[config.mk]
export PLATFORM = sky130hd
export DESIGN_NAME = size_budget_lru_cache_unit
export DESIGN_NICKNAME = d
export VERILOG_FILES = /design/src/rtl/sblc_pkg.sv /design/src/rtl/size_budget_lru_cache_unit.sv
export VERILOG_INCLUDE_DIRS = /design/src /design/src/rtl
export SDC_FILE = /design/constraint.sdc
export NUM_CORES = 2
export LEC_CHECK = 0
export BUFFER_PORTS_ARGS = -buffer_cell sky130_fd_sc_hd__clkbuf_2
export CORE_ASPECT_RATIO = 0.5
export CORE_MARGIN = 3
export CORE_UTILIZATION = 55
export CTS_BUF_LIST = sky130_fd_sc_hd__clkbuf_8
export CTS_CLUSTER_DIAMETER = 50
export DETAILED_ROUTE_END_ITERATION = 8
export GPL_ROUTABILITY_DRIVEN = 0
export PLACE_DENSITY = 0.71
export SLEW_MARGIN = 20
export SYNTH_ARGS = -nofsm -noshare
export SYNTH_HDL_FRONTEND = slang
export SYNTH_SLANG_ARGS = --single-unit
[constraint.sdc]
create_clock -name clk -period 14.2 [get_ports clk]
set_input_delay 1.42 -clock clk [delete_from_list [all_inputs] [get_ports clk]]
set_output_delay 1.42 -clock clk [all_outputs]
set_load 0.005 [all_outputs]
[src/rtl/size_budget_lru_cache_unit_macros.svh]
// Assertion macros for the size-budgeted cache table.
`ifndef SIZE_BUDGET_LRU_CACHE_UNIT_MACROS_SVH
`define SIZE_BUDGET_LRU_CACHE_UNIT_MACROS_SVH

// Same-cycle implication, checked outside reset.
`define SBLC_ASSERT_IMPL(label, ante, cons) \
  label: assert property (@(posedge clk) disable iff (rst) (ante) |-> (cons)) \
    else $error("cache table assertion failed");

// Next-cycle implication, checked outside reset.
`define SBLC_ASSERT_NEXT(label, ante, cons) \
  label: assert property (@(posedge clk) disable iff (rst) (ante) |=> (cons)) \
    else $error("cache table assertion failed");

`endif

[src/rtl/sblc_pkg.sv]
`timescale 1ns / 1ps
`default_nettype none
package sblc_pkg;
  localparam int ENTRIES = 32;
  localparam int IDX_W = $clog2(ENTRIES);

  localparam int KEY_W = 32;
  localparam int SIZE_W = 24;
  localparam int TOTAL_W = 31;
  localparam int STAMP_W = 32;

  localparam int IN_DATA_W = 56;
  localparam int OUT_DATA_W = 88;

  localparam logic [TOTAL_W-1:0] TOTAL_MAX = {TOTAL_W{1'b1}};

  // Operation codes
  localparam logic [1:0] OP_ADD = 2'd0;
  localparam logic [1:0] OP_REMOVE = 2'd1;
  localparam logic [1:0] OP_TRIM = 2'd2;
  localparam logic [1:0] OP_IGNORED = 2'd3;

  // Register indexes
  localparam logic [1:0] REG_BYTE_LIMIT = 2'd0;
  localparam logic [1:0] REG_CACHE_ENABLED = 2'd1;
  localparam logic [1:0] REG_UNLIMITED = 2'd2;

  // Event codes
  localparam logic [2:0] EV_ADDED = 3'd0;
  localparam logic [2:0] EV_REFRESHED = 3'd1;
  localparam logic [2:0] EV_REJECTED = 3'd2;
  localparam logic [2:0] EV_EVICTED = 3'd3;
  localparam logic [2:0] EV_REMOVED = 3'd4;
  localparam logic [2:0] EV_NOT_FOUND = 3'd5;
  localparam logic [2:0] EV_FLUSHED = 3'd6;
endpackage
`default_nettype wire

[src/rtl/size_budget_lru_cache_unit.sv]
// A lookup scans every slot of the table, then the result is emitted.
// Each eviction rescans the table for the oldest stamp, and an insert adds one
// free-slot scan. The unit takes one item at a time; it has a single age compare
// unit and a one-port table read. Reset (rst, synchronous) empties the table, clears
// the use clock and total, and loads byte_limit 0, cache_enabled 1, unlimited 0.
`timescale 1ns / 1ps
`default_nettype none
`include "size_budget_lru_cache_unit_macros.svh"
module size_budget_lru_cache_unit (
  input  wire logic                            clk,
  input  wire logic                            rst,
  input  wire logic                            s_tvalid,
  output logic                                 s_tready,
  // item_key [31:0], item_size [55:32]
  input  wire logic [sblc_pkg::IN_DATA_W-1:0]  s_tdata,
  // operation [1:0]
  input  wire logic [1:0]                      s_tuser,
  output logic                                 m_tvalid,
  input  wire logic                            m_tready,
  // event_key [31:0], event_size [55:32], total_size [86:56], zero [87]
  output logic [sblc_pkg::OUT_DATA_W-1:0]      m_tdata,
  // event_res [2:0]
  output logic [2:0]                           m_tuser,
  output logic                                 m_tlast,
  input  wire logic                            cfg_we,
  input  wire logic [1:0]                      cfg_index,
  input  wire logic [sblc_pkg::TOTAL_W-1:0]    cfg_data
);
  import sblc_pkg::*;

  typedef enum logic [3:0] {
    ST_IDLE, ST_FIND, ST_FIND_DONE, ST_CLR_CHK, ST_CLR_SCAN, ST_CLR_EVICT,
    ST_INS_SCAN, ST_INS_EVICT, ST_INS_WRITE
  } state_t;

  localparam logic [IDX_W:0] SCAN_END = (IDX_W+1)'(ENTRIES);

  state_t state;

  logic [TOTAL_W-1:0] byte_limit;
  logic               cache_enabled;
  logic               unlimited;

  logic [ENTRIES-1:0] valid;
  logic [STAMP_W-1:0] use_clock;
  logic [TOTAL_W-1:0] total;

  // Table storage
  logic [KEY_W-1:0]   key_mem [ENTRIES];
  logic [SIZE_W-1:0]  size_mem [ENTRIES];
  logic [STAMP_W-1:0] stamp_mem [ENTRIES];
  logic [KEY_W-1:0]   rd_key;
  logic [SIZE_W-1:0]  rd_size;
  logic [STAMP_W-1:0] rd_stamp;

  // Latched transaction
  logic [1:0]         op;
  logic [KEY_W-1:0]   key;
  logic [SIZE_W-1:0]  size;
  logic [TOTAL_W-1:0] target;
  logic               cont_ins;

  // Scan state
  logic [IDX_W:0]     scan_idx;
  logic               proc_vld;
  logic [IDX_W-1:0]   proc_idx;
  logic               found;
  logic [IDX_W-1:0]   fidx;
  logic [SIZE_W-1:0]  fsize;
  logic               free_found;
  logic [IDX_W-1:0]   free_idx;
  logic               best_found;
  logic [IDX_W-1:0]   best_idx;
  logic [STAMP_W-1:0] best_age;
  logic [KEY_W-1:0]   best_key;
  logic [SIZE_W-1:0]  best_size;
  logic [IDX_W-1:0]   wr_idx;

  // Output register
  logic [KEY_W-1:0]   out_key;
  logic [SIZE_W-1:0]  out_size;
  logic [TOTAL_W-1:0] out_total;

  // Memory port controls
  logic               rd_en;
  logic [IDX_W-1:0]   rd_addr;
  logic               kv_we;
  logic               stamp_we;
  logic [IDX_W-1:0]   wr_addr;
  logic [STAMP_W-1:0] use_clock_next;

  logic               can_emit;
  logic [TOTAL_W-1:0] limit;
  logic [STAMP_W-1:0] age;
  logic [TOTAL_W-1:0] drop_f;
  logic [TOTAL_W-1:0] drop_b;
  logic [TOTAL_W:0]   sum;
  logic [TOTAL_W-1:0] total_add;
  logic [ENTRIES-1:0] valid_left;
  logic               scan_busy;
  logic               scan_done;

  assign can_emit = !m_tvalid || m_tready;
  assign s_tready = (state == ST_IDLE);
  assign limit = cache_enabled ? byte_limit : '0;
  assign age = use_clock - rd_stamp;
  assign use_clock_next = use_clock + 1'b1;
  assign drop_f = (TOTAL_W'(fsize) >= total) ? '0 : total - TOTAL_W'(fsize);
  assign drop_b = (TOTAL_W'(best_size) >= total) ? '0 : total - TOTAL_W'(best_size);
  assign sum = {1'b0, total} + (TOTAL_W+1)'(size);
  assign total_add = sum[TOTAL_W] ? TOTAL_MAX : sum[TOTAL_W-1:0];
  assign valid_left = valid & ~(ENTRIES'(1) << best_idx);
  assign scan_busy = (state == ST_FIND) || (state == ST_CLR_SCAN) || (state == ST_INS_SCAN);
  assign scan_done = (scan_idx == SCAN_END) && !proc_vld;

  assign m_tdata = {1'b0, out_total, out_size, out_key};

  // Drive table read and write ports
  always_comb begin
    rd_en = scan_busy && (scan_idx < SCAN_END);
    rd_addr = scan_idx[IDX_W-1:0];
    kv_we = 1'b0;
    stamp_we = 1'b0;
    wr_addr = wr_idx;
    if (state == ST_FIND_DONE && can_emit && op == OP_ADD && found) begin
      stamp_we = 1'b1;
      wr_addr = fidx;
    end else if (state == ST_INS_WRITE && can_emit) begin
      kv_we = 1'b1;
      stamp_we = 1'b1;
    end
  end

  // Table memory
  always_ff @(posedge clk) begin
    if (kv_we) begin
      key_mem[wr_addr] <= key;
      size_mem[wr_addr] <= size;
    end
    if (stamp_we) begin
      stamp_mem[wr_addr] <= use_clock_next;
    end
    if (rd_en) begin
      rd_key <= key_mem[rd_addr];
      rd_size <= size_mem[rd_addr];
      rd_stamp <= stamp_mem[rd_addr];
    end
  end

  // Sequencer, state and output register
  always_ff @(posedge clk) begin
    if (rst) begin
      state <= ST_IDLE;
      byte_limit <= '0;
      cache_enabled <= 1'b1;
      unlimited <= 1'b0;
      valid <= '0;
      use_clock <= '0;
      total <= '0;
      m_tvalid <= 1'b0;
      proc_vld <= 1'b0;
    end else begin
      // Take configuration writes
      if (cfg_we) begin
        case (cfg_index)
          REG_BYTE_LIMIT:    byte_limit <= cfg_data;
          REG_CACHE_ENABLED: cache_enabled <= cfg_data[0];
          REG_UNLIMITED:     unlimited <= cfg_data[0];
          default: ;
        endcase
      end

      if (m_tready) m_tvalid <= 1'b0;

      // Advance the shared scan
      if (scan_busy) begin
        if (scan_idx < SCAN_END) begin
          scan_idx <= scan_idx + 1'b1;
          proc_idx <= scan_idx[IDX_W-1:0];
          proc_vld <= 1'b1;
        end else begin
          proc_vld <= 1'b0;
        end
        if (proc_vld) begin
          if (state == ST_FIND) begin
            if (valid[proc_idx] && rd_key == key) begin
              found <= 1'b1;
              fidx <= proc_idx;
              fsize <= rd_size;
            end
          end else if (!valid[proc_idx]) begin
            if (!free_found) begin
              free_found <= 1'b1;
              free_idx <= proc_idx;
            end
          end else if (!best_found || age > best_age) begin
            best_found <= 1'b1;
            best_idx <= proc_idx;
            best_age <= age;
            best_key <= rd_key;
            best_size <= rd_size;
          end
        end
      end

      case (state)
        ST_IDLE: begin
          if (s_tvalid) begin
            op <= s_tuser;
            key <= s_tdata[KEY_W-1:0];
            size <= s_tdata[KEY_W+SIZE_W-1:KEY_W];
            found <= 1'b0;
            scan_idx <= '0;
            proc_vld <= 1'b0;
            cont_ins <= 1'b0;
            if (s_tuser == OP_ADD || s_tuser == OP_REMOVE) begin
              state <= ST_FIND;
            end else if (s_tuser == OP_TRIM && !unlimited) begin
              target <= limit;
              state <= ST_CLR_CHK;
            end
          end
        end

        ST_FIND: begin
          if (scan_done) state <= ST_FIND_DONE;
        end

        ST_FIND_DONE: begin
          if (can_emit) begin
            out_key <= key;
            m_tlast <= 1'b1;
            state <= ST_IDLE;
            if (op == OP_ADD && found) begin
              use_clock <= use_clock_next;
              m_tvalid <= 1'b1;
              m_tuser <= EV_REFRESHED;
              out_size <= fsize;
              out_total <= total;
            end else if (found) begin
              valid[fidx] <= 1'b0;
              total <= drop_f;
              m_tvalid <= 1'b1;
              m_tuser <= EV_REMOVED;
              out_size <= fsize;
              out_total <= drop_f;
            end else if (op == OP_REMOVE) begin
              m_tvalid <= 1'b1;
              m_tuser <= EV_NOT_FOUND;
              out_size <= '0;
              out_total <= total;
            end else if (!unlimited && TOTAL_W'(size) > limit) begin
              m_tvalid <= 1'b1;
              m_tuser <= EV_REJECTED;
              out_size <= size;
              out_total <= total;
            end else if (!unlimited) begin
              target <= limit - TOTAL_W'(size);
              cont_ins <= 1'b1;
              state <= ST_CLR_CHK;
            end else begin
              scan_idx <= '0;
              free_found <= 1'b0;
              best_found <= 1'b0;
              state <= ST_INS_SCAN;
            end
          end
        end

        ST_CLR_CHK: begin
          scan_idx <= '0;
          proc_vld <= 1'b0;
          free_found <= 1'b0;
          best_found <= 1'b0;
          if (target == '0) begin
            // Flush the whole table and report it with an EV_FLUSHED event
            if (can_emit) begin
              valid <= '0;
              total <= '0;
              m_tvalid <= 1'b1;
              m_tuser <= EV_FLUSHED;
              out_key <= '0;
              out_size <= '0;
              out_total <= '0;
              m_tlast <= !cont_ins;
              state <= cont_ins ? ST_INS_SCAN : ST_IDLE;
            end
          end else if (total > target) begin
            state <= ST_CLR_SCAN;
          end else begin
            state <= cont_ins ? ST_INS_SCAN : ST_IDLE;
          end
        end

        ST_CLR_SCAN: begin
          if (scan_done) state <= ST_CLR_EVICT;
        end

        ST_CLR_EVICT: begin
          scan_idx <= '0;
          proc_vld <= 1'b0;
          free_found <= 1'b0;
          best_found <= 1'b0;
          if (!best_found) begin
            total <= '0;
            state <= cont_ins ? ST_INS_SCAN : ST_IDLE;
          end else if (can_emit) begin
            valid[best_idx] <= 1'b0;
            m_tvalid <= 1'b1;
            m_tuser <= EV_EVICTED;
            out_key <= best_key;
            out_size <= best_size;
            out_total <= drop_b;
            if (drop_b > target && valid_left != '0) begin
              total <= drop_b;
              m_tlast <= 1'b0;
              state <= ST_CLR_SCAN;
            end else begin
              total <= (drop_b > target) ? '0 : drop_b;
              m_tlast <= !cont_ins;
              state <= cont_ins ? ST_INS_SCAN : ST_IDLE;
            end
          end
        end

        ST_INS_SCAN: begin
          if (scan_done) begin
            if (free_found) begin
              wr_idx <= free_idx;
              state <= ST_INS_WRITE;
            end else if (best_found) begin
              state <= ST_INS_EVICT;
            end else begin
              wr_idx <= '0;
              state <= ST_INS_WRITE;
            end
          end
        end

        ST_INS_EVICT: begin
          if (can_emit) begin
            valid[best_idx] <= 1'b0;
            total <= drop_b;
            wr_idx <= best_idx;
            m_tvalid <= 1'b1;
            m_tuser <= EV_EVICTED;
            out_key <= best_key;
            out_size <= best_size;
            out_total <= drop_b;
            m_tlast <= 1'b0;
            state <= ST_INS_WRITE;
          end
        end

        ST_INS_WRITE: begin
          if (can_emit) begin
            valid[wr_idx] <= 1'b1;
            use_clock <= use_clock_next;
            total <= total_add;
            m_tvalid <= 1'b1;
            m_tuser <= EV_ADDED;
            out_key <= key;
            out_size <= size;
            out_total <= total_add;
            m_tlast <= 1'b1;
            state <= ST_IDLE;
          end
        end

        default: state <= ST_IDLE;
      endcase
    end
  end

  // Checks
  `SBLC_ASSERT_NEXT(a_busy_after_accept, s_tvalid && s_tready && (s_tuser == OP_ADD || s_tuser == OP_REMOVE), !s_tready)
  `SBLC_ASSERT_IMPL(a_flush_zero_total, m_tvalid && m_tuser == EV_FLUSHED, out_total == '0)
  `SBLC_ASSERT_IMPL(a_added_is_last, m_tvalid && m_tuser == EV_ADDED, m_tlast)

endmodule
`default_nettype wire
[After elaboration in Yosys (flattened, before gate mapping)]
Memory sizes are Yosys's and may differ from the RTL's. A register that Yosys moved wholly into a read port is not among the register bits.
Cells that the tools add are included.
Storage, ports and cells
  ROM bits: 0
  memory bits (writable): 2816
  register bits: 461
  latch bits: 0
  memories: 3
  input bits: 96
  output and inout port bits: 94
Cells by class
  add/sub/neg operators: 7
  reductions and logical operators: 56
  shifts and indexed selects: 1
  div/mod/pow operators: 0
  $mul: 0
  $lt $le $gt $ge: 14
  bitwise logic cells: 11
  equality and inequality tests: 41
  multiplexer cells: 187
Memories
  key_mem: depth 32, width 32, read ports 1, clocked after memory_dff 1, wr ports 1, line size_budget_lru_cache_unit.sv:49  | logic [KEY_W-1:0] key_mem [ENTRIES];
  stamp_mem: depth 32, width 32, read ports 1, clocked after memory_dff 1, wr ports 1, line size_budget_lru_cache_unit.sv:51  | logic [STAMP_W-1:0] stamp_mem [ENTRIES];
  size_mem: depth 32, width 24, read ports 1, clocked after memory_dff 1, wr ports 1, line size_budget_lru_cache_unit.sv:50  | logic [SIZE_W-1:0] size_mem [ENTRIES];
Operators with widths (number)
  $mux 31: 31
  $mux 32: 14
  $pmux 31 s5: 2
  $mux 24: 10
  $pmux 32 s5: 1
  $pmux 32 s4: 1
  $pmux 24 s5: 1
  $and 32x32->32: 3
  $not 32->32: 3
  $sub 31x24->31: 3
  $mux 1: 64
  $pmux 32 s2: 1
  $ge 24x31->1: 2
  $gt 31x31->1: 2
  $pmux 31 s2: 1
  $mux 4: 15
  $mux 3: 18
  $mux 6: 9
  $ne 2x2->1 const B: 18
  $pmux 4 s9: 1
  $add 31x24->32: 1
  $add 32x1->32 const B: 1
  $eq 32x32->1: 1
  $gt 32x32->1: 1
  other kinds (48): 113

[Depth between registers and ports, before layout]
  word-level depth: 15
  depth in mapped cells: 24
  mapped depth without buffers: 23

[Worst setup path after synthesis]
Ideal clock, no wire load.
  path type: register -> register
  start: reg use_clock[0]
  end: reg best_age[0] (enable)
  clock period less this slack: 7074 ps
  arrival time: 6614 ps
  setup time: 460 ps
  cell stages (with the launch flop): 21
  path buffers: 0
  setup slack: 7126 ps
  path through: dfxtp_1 > inv_1 > ha_1 > fa_1 > nor2b_1 > o31a_1 > o2111ai_1 > a211o_1 > a211o_1 > o41a_1 > o31ai_2 > nor4b_1 > a211o_1 > ha_1 > nand4_1 > nor2_1 > nand3_1 > nor3_1 > o21ai_0 > a21oi_1 > o2111a_1
Between the ends
  word-level cells in the longest chain between the ends: 4
Ends and longest elaborated chain
  from (decl): line size_budget_lru_cache_unit.sv:45  | logic [STAMP_W-1:0] use_clock;
  from (signal assigned): line size_budget_lru_cache_unit.sv:235  | use_clock <= use_clock_next;
  from (signal assigned): line size_budget_lru_cache_unit.sv:358  | use_clock <= use_clock_next;
  $sub 32x32->32: line size_budget_lru_cache_unit.sv:106  | assign age = use_clock - rd_stamp;
  net age[28]: line size_budget_lru_cache_unit.sv:94  | logic [STAMP_W-1:0] age;
  $gt 32x32->1: line size_budget_lru_cache_unit.sv:196  | end else if (!best_found || age > best_age) begin
  $logic_or 1x1->1: line size_budget_lru_cache_unit.sv:196
  $reduce_and 6->1 (no source line)
  to (signal assigned): line size_budget_lru_cache_unit.sv:199  | best_age <= age;
  to (decl): line size_budget_lru_cache_unit.sv:74  | logic [STAMP_W-1:0] best_age;
The timed path passes the listed nets, and every way through them passes these cells.
A chain may end at the register's enable or synchronous reset.

[Worst setup path after layout]
  start: reg use_clock[0]
  end: reg best_key[29] (enable)
Between the ends
  word-level cells in the longest chain between the ends: 4
Ends and longest elaborated chain
  $sub 32x32->32: line size_budget_lru_cache_unit.sv:106
  net age[28]: line size_budget_lru_cache_unit.sv:94
  $gt 32x32->1: line size_budget_lru_cache_unit.sv:196
  $logic_or 1x1->1: line size_budget_lru_cache_unit.sv:196
  $reduce_and 6->1 (no source line)
  to (signal assigned): line size_budget_lru_cache_unit.sv:200  | best_key <= rd_key;
  to (decl): line size_budget_lru_cache_unit.sv:75  | logic [KEY_W-1:0] best_key;
The timed path passes the listed nets, and every way through them passes these cells.

==> impl_metrics.py <==
metrics = {
    "timing": {
        "setup-tns-final_ps": 0,
        "setup_violations": 0,
        "slew_violations": 0,
        "period_minus_slack_ps": 7290,
        "hold_slack_ps": 449,
        "fin_ws_ps": 6910,
        "rsz0062_at_grt": "false",
        "tightestPinTransition_ps": 1170,
        "hold_viol": 0,
        "final.period_utilization_pct": 51.4,
        "clock-skew-final_ps": 98.0,
        "fmax_mhz": 137,
        "max_slew_margin_pct": 22.1,
    },
    "global_routing": {
        "grt_max_degree": 142,
        "grt_pass1_vias": 74400,
        "gr-usage-all-layers_pct": 27.4,
        "overflow": 0,
        "grt_pass1_wl_um": 519000,
        "antenna_found_initial": 12,
    },
    "routing": {
        "vias_per_cell": 6.55,
        "dr.first_iter.drc_count": 10900,
        "firstDrtPassIters": 8,
        "wl_um": 357000,
        "drc": 0,
        "vias": 76400,
        "avgRoutedWirePerCell_um": 30.7,
        "antenna_left": 0,
    },
    "synth": {
        "async_reset_ff_share_pct": 0,
        "yosys_register_bits": 3365,
        "synth_cell_types": 98,
        "synth_area_leaders": "edfxtp_1 70%, mux4_2 14%, ha_1 2.0%, dfxtp_1 1.9%, a21oi_1 0.97%",
        "ys_seq_area_share_pct": 71.4,
        "synth_ff_type": "edfxtp_1",
        "syn-instance-count": 7461,
        "yosysTopAreaCell": "edfxtp_1",
        "synth-edff-count": 3231,
        "yosys.area.top_type_share_pct": 69.5,
        "postSynthAreaPerCell_um2": 18.7,
        "ys_warn_count": 0,
        "synth_nets": 7786,
        "netlist_area_um2": 140000,
    },
    "worst_setup_path": {
        "startpoint_type": "register",
        "path_common_cell": "a211o_1",
        "cp-end-kind": "register",
        "r2r-start": "use_clock[0]$_SDFFE_PP0P_",
        "arrival_ps": 7870,
        "r2r_slack_ps": 6910,
        "max_stage_delay_ps": 880,
        "worstPathRequired_ps": 14780,
        "r2r-end": "best_key[29]$_DFFE_PP_",
        "cp_max_fo": 51,
        "reg2reg_depth": 21,
        "cpMaxStageDelayCell": "buf_4",
        "critPathKind": "register to register",
        "worstPathCellList": "inv_1, ha_1, fa_1, nor2b_1, o31a_1, o2111ai_1, a211o_1, a211o_1, o41a_1, o31ai_2, nor4b_1, a211o_1, ha_1, nand4_1, nor2_1, nand3_1, nor3_1, o21ai_0, a21oi_1, o2111a_4, buf_4",
    },
    "min_path": {
        "worst_hold_path_type": "register to register",
        "whs_path_depth": 2,
        "hp-start": "byte_limit[15]$_SDFFE_PP0P_",
        "hold_end": "byte_limit[15]$_SDFFE_PP0P_",
    },
    "clock_network": {
        "cts_buffers": 444,
        "clock_latency_ps": 1040,
        "root_buffer": "clkbuf_8",
        "postCtsSetupBuffers": 0,
        "cts_tree": "done",
        "holdBufCountCts": 0,
        "htree_levels": 5,
        "clk_pin_slew_ps": 70,
        "ctsResizeCount": 0,
        "clockBufferDepth": 4,
        "clkSinkCount": 3365,
    },
    "cells_and_area": {
        "drive_gt1_share_pct": 24.9,
        "multi_input_area_um2": 38600,
        "nNetsFinal": 8261,
        "seqCellArea_um2": 99700,
        "fillers": 17700,
        "area_delta_synth_final_pct": 10.3,
    },
    "status": {
        "outcome": "finished clean",
    },
    "pwr": {
        "powerDensity_nw_per_um2": 165,
        "p_leak_nw": 52.4,
        "peakVddDrop_mv": 0.187,
    },
    "die": {
        "dieArea_um2": 260000,
        "io_pins": 190,
        "initial_core_util_pct": 55.4,
        "rows": 130,
        "fp.dieW_um": 718,
        "die_h_um": 362,
        "core-area_um2": 252000,
    },
    "placed_design": {
        "post-place-ws_ps": 6960,
        "hpwl_um": 204000,
        "io_buffers": 188,
    },
    "run": {
        "drv_cap": 0,
    },
}
## Yosys cell counts, drive strengths merged (67+ instances only)
cell	n
edfxtp	3231
mux4	890
nor2	311
clkbuf	297
nand2	294
a21oi	273
inv	255
ha	224
o21ai	173
dfxtp	134
xnor2	131
nand3	92
mux2	91
nor3	71
xor2	68
buf	67
## layer usage
metal | GRT usage [%] | routed length, µm
met1 | 41.6 | 145000
met2 | 40.6 | 160000
met3 | 5.38 | 39200
met4 | 8.61 | 12300
met5 | 0.0550 | 23
## worst max-delay path by stage
| stage | from | to | slack (ps) | depth (start not counted) |
|---|---|---|---|---|
| floorplan | use_clock[0]$_SDFFE_PP0P_ | best_age[0]$_DFFE_PP_ | 7130 | 20 |
| global placement | use_clock[0]$_SDFFE_PP0P_ | best_key[24]$_DFFE_PP_ | 6990 | 21 |
| detailed placement | use_clock[0]$_SDFFE_PP0P_ | best_key[19]$_DFFE_PP_ | 6960 | 21 |
| CTS | use_clock[0]$_SDFFE_PP0P_ | best_key[29]$_DFFE_PP_ | 6920 | 21 |
| global route | use_clock[0]$_SDFFE_PP0P_ | best_key[27]$_DFFE_PP_ | 6380 | 21 |
| finish | use_clock[0]$_SDFFE_PP0P_ | best_key[29]$_DFFE_PP_ | 6910 | 21 |
## metrics by stage
step | area, µm² | cells | total power, mW | util [%]
after floorplan | 140000 | 7461 | 16.8 | -
after global placement | 146000 | 10900 | 18.8 | 57.9
after detailed placement | 146000 | 10900 | 18.9 | 57.9
after CTS | 154000 | 11600 | 25.5 | 61.1
after global routing | 154000 | 11600 | 26.5 | 61.2
final | 154000 | 11700 | 25.4 | 61.2
## cells in the final DEF (no fill, tap or decap), types with 26 or more instances in the layout
cell / instances
edfxtp_1: 3231
mux4_2: 890
clkbuf_8: 457
inv_1: 415
nand2_1: 294
a21oi_1: 271
nor2_1: 236
ha_1: 224
buf_4: 191
clkbuf_2: 187
o21ai_0: 166
dfxtp_1: 134
xnor2_1: 115
clkinv_1: 108
nand3_1: 91
mux2_2: 91
nor2_4: 68
nor3_1: 66
a21o_1: 66
nand4_1: 61
xor2_1: 54
and2_1: 45
a211oi_1: 45
nand2b_1: 39
and3_1: 38
clkinv_2: 36
a31oi_1: 35
a22o_1: 33
a221oi_1: 29
o21a_1: 28
nor2b_1: 27
nor4_1: 27
or3_1: 26
o31ai_1: 26
## worst max-delay path: cells and delay by family, from the launching register on
kind	cells	cell delay, ps
flops	1	370
buf+inv	2	1270
simple gates	6	940
fa+ha+maj	3	1110
compound gates	10	3120
## power breakdown
group	switching, mW	internal (mW)
clock	3.57	3.14
sequential	0.282	11.3
combinational	4.06	3.04
total	7.92	17.5
## sequential cells by signal, summed over array words and instances, names as in the netlist, 6 cells and up
register	cells
stamp_mem	1024
target	31
out_total	31
total	31
use_clock	32
key_mem	1024
out_size	24
best_key	32
key	32
best_size	24
rd_key	32
byte_limit	31
rd_size	24
scan_idx	6
out_key	32
valid	32
best_age	32
size_mem	768
size	24
fsize	24
rd_stamp	32
## area by class of cell
type / instances / share of cell area, %
flip-flops and latches: 3365 / 64.7
multi-input cells: 3476 / 25.0
clock buffers: 457 / 4.08
well taps: 3366 / 2.73
repair buffers: 393 / 1.72
clock inverters: 331 / 1.05
inverters: 256 / 0.624
diodes: 6 / 0.00975
## kinds of logic after synthesis
logic type,Yosys count,synth area share (%)
AO/OA/AOI/OAI,942,4.50
XOR/XNOR,199,1.25
adder cells (fa/ha/maj),229,2.08
buffers and inverters,620,1.69
flip-flops,3365,71.4
multiplexers,996,15.2
other,1,0.00269
AND/OR/NAND/NOR,1109,3.85
No activity file was read; power rests on OpenSTA's default activity.
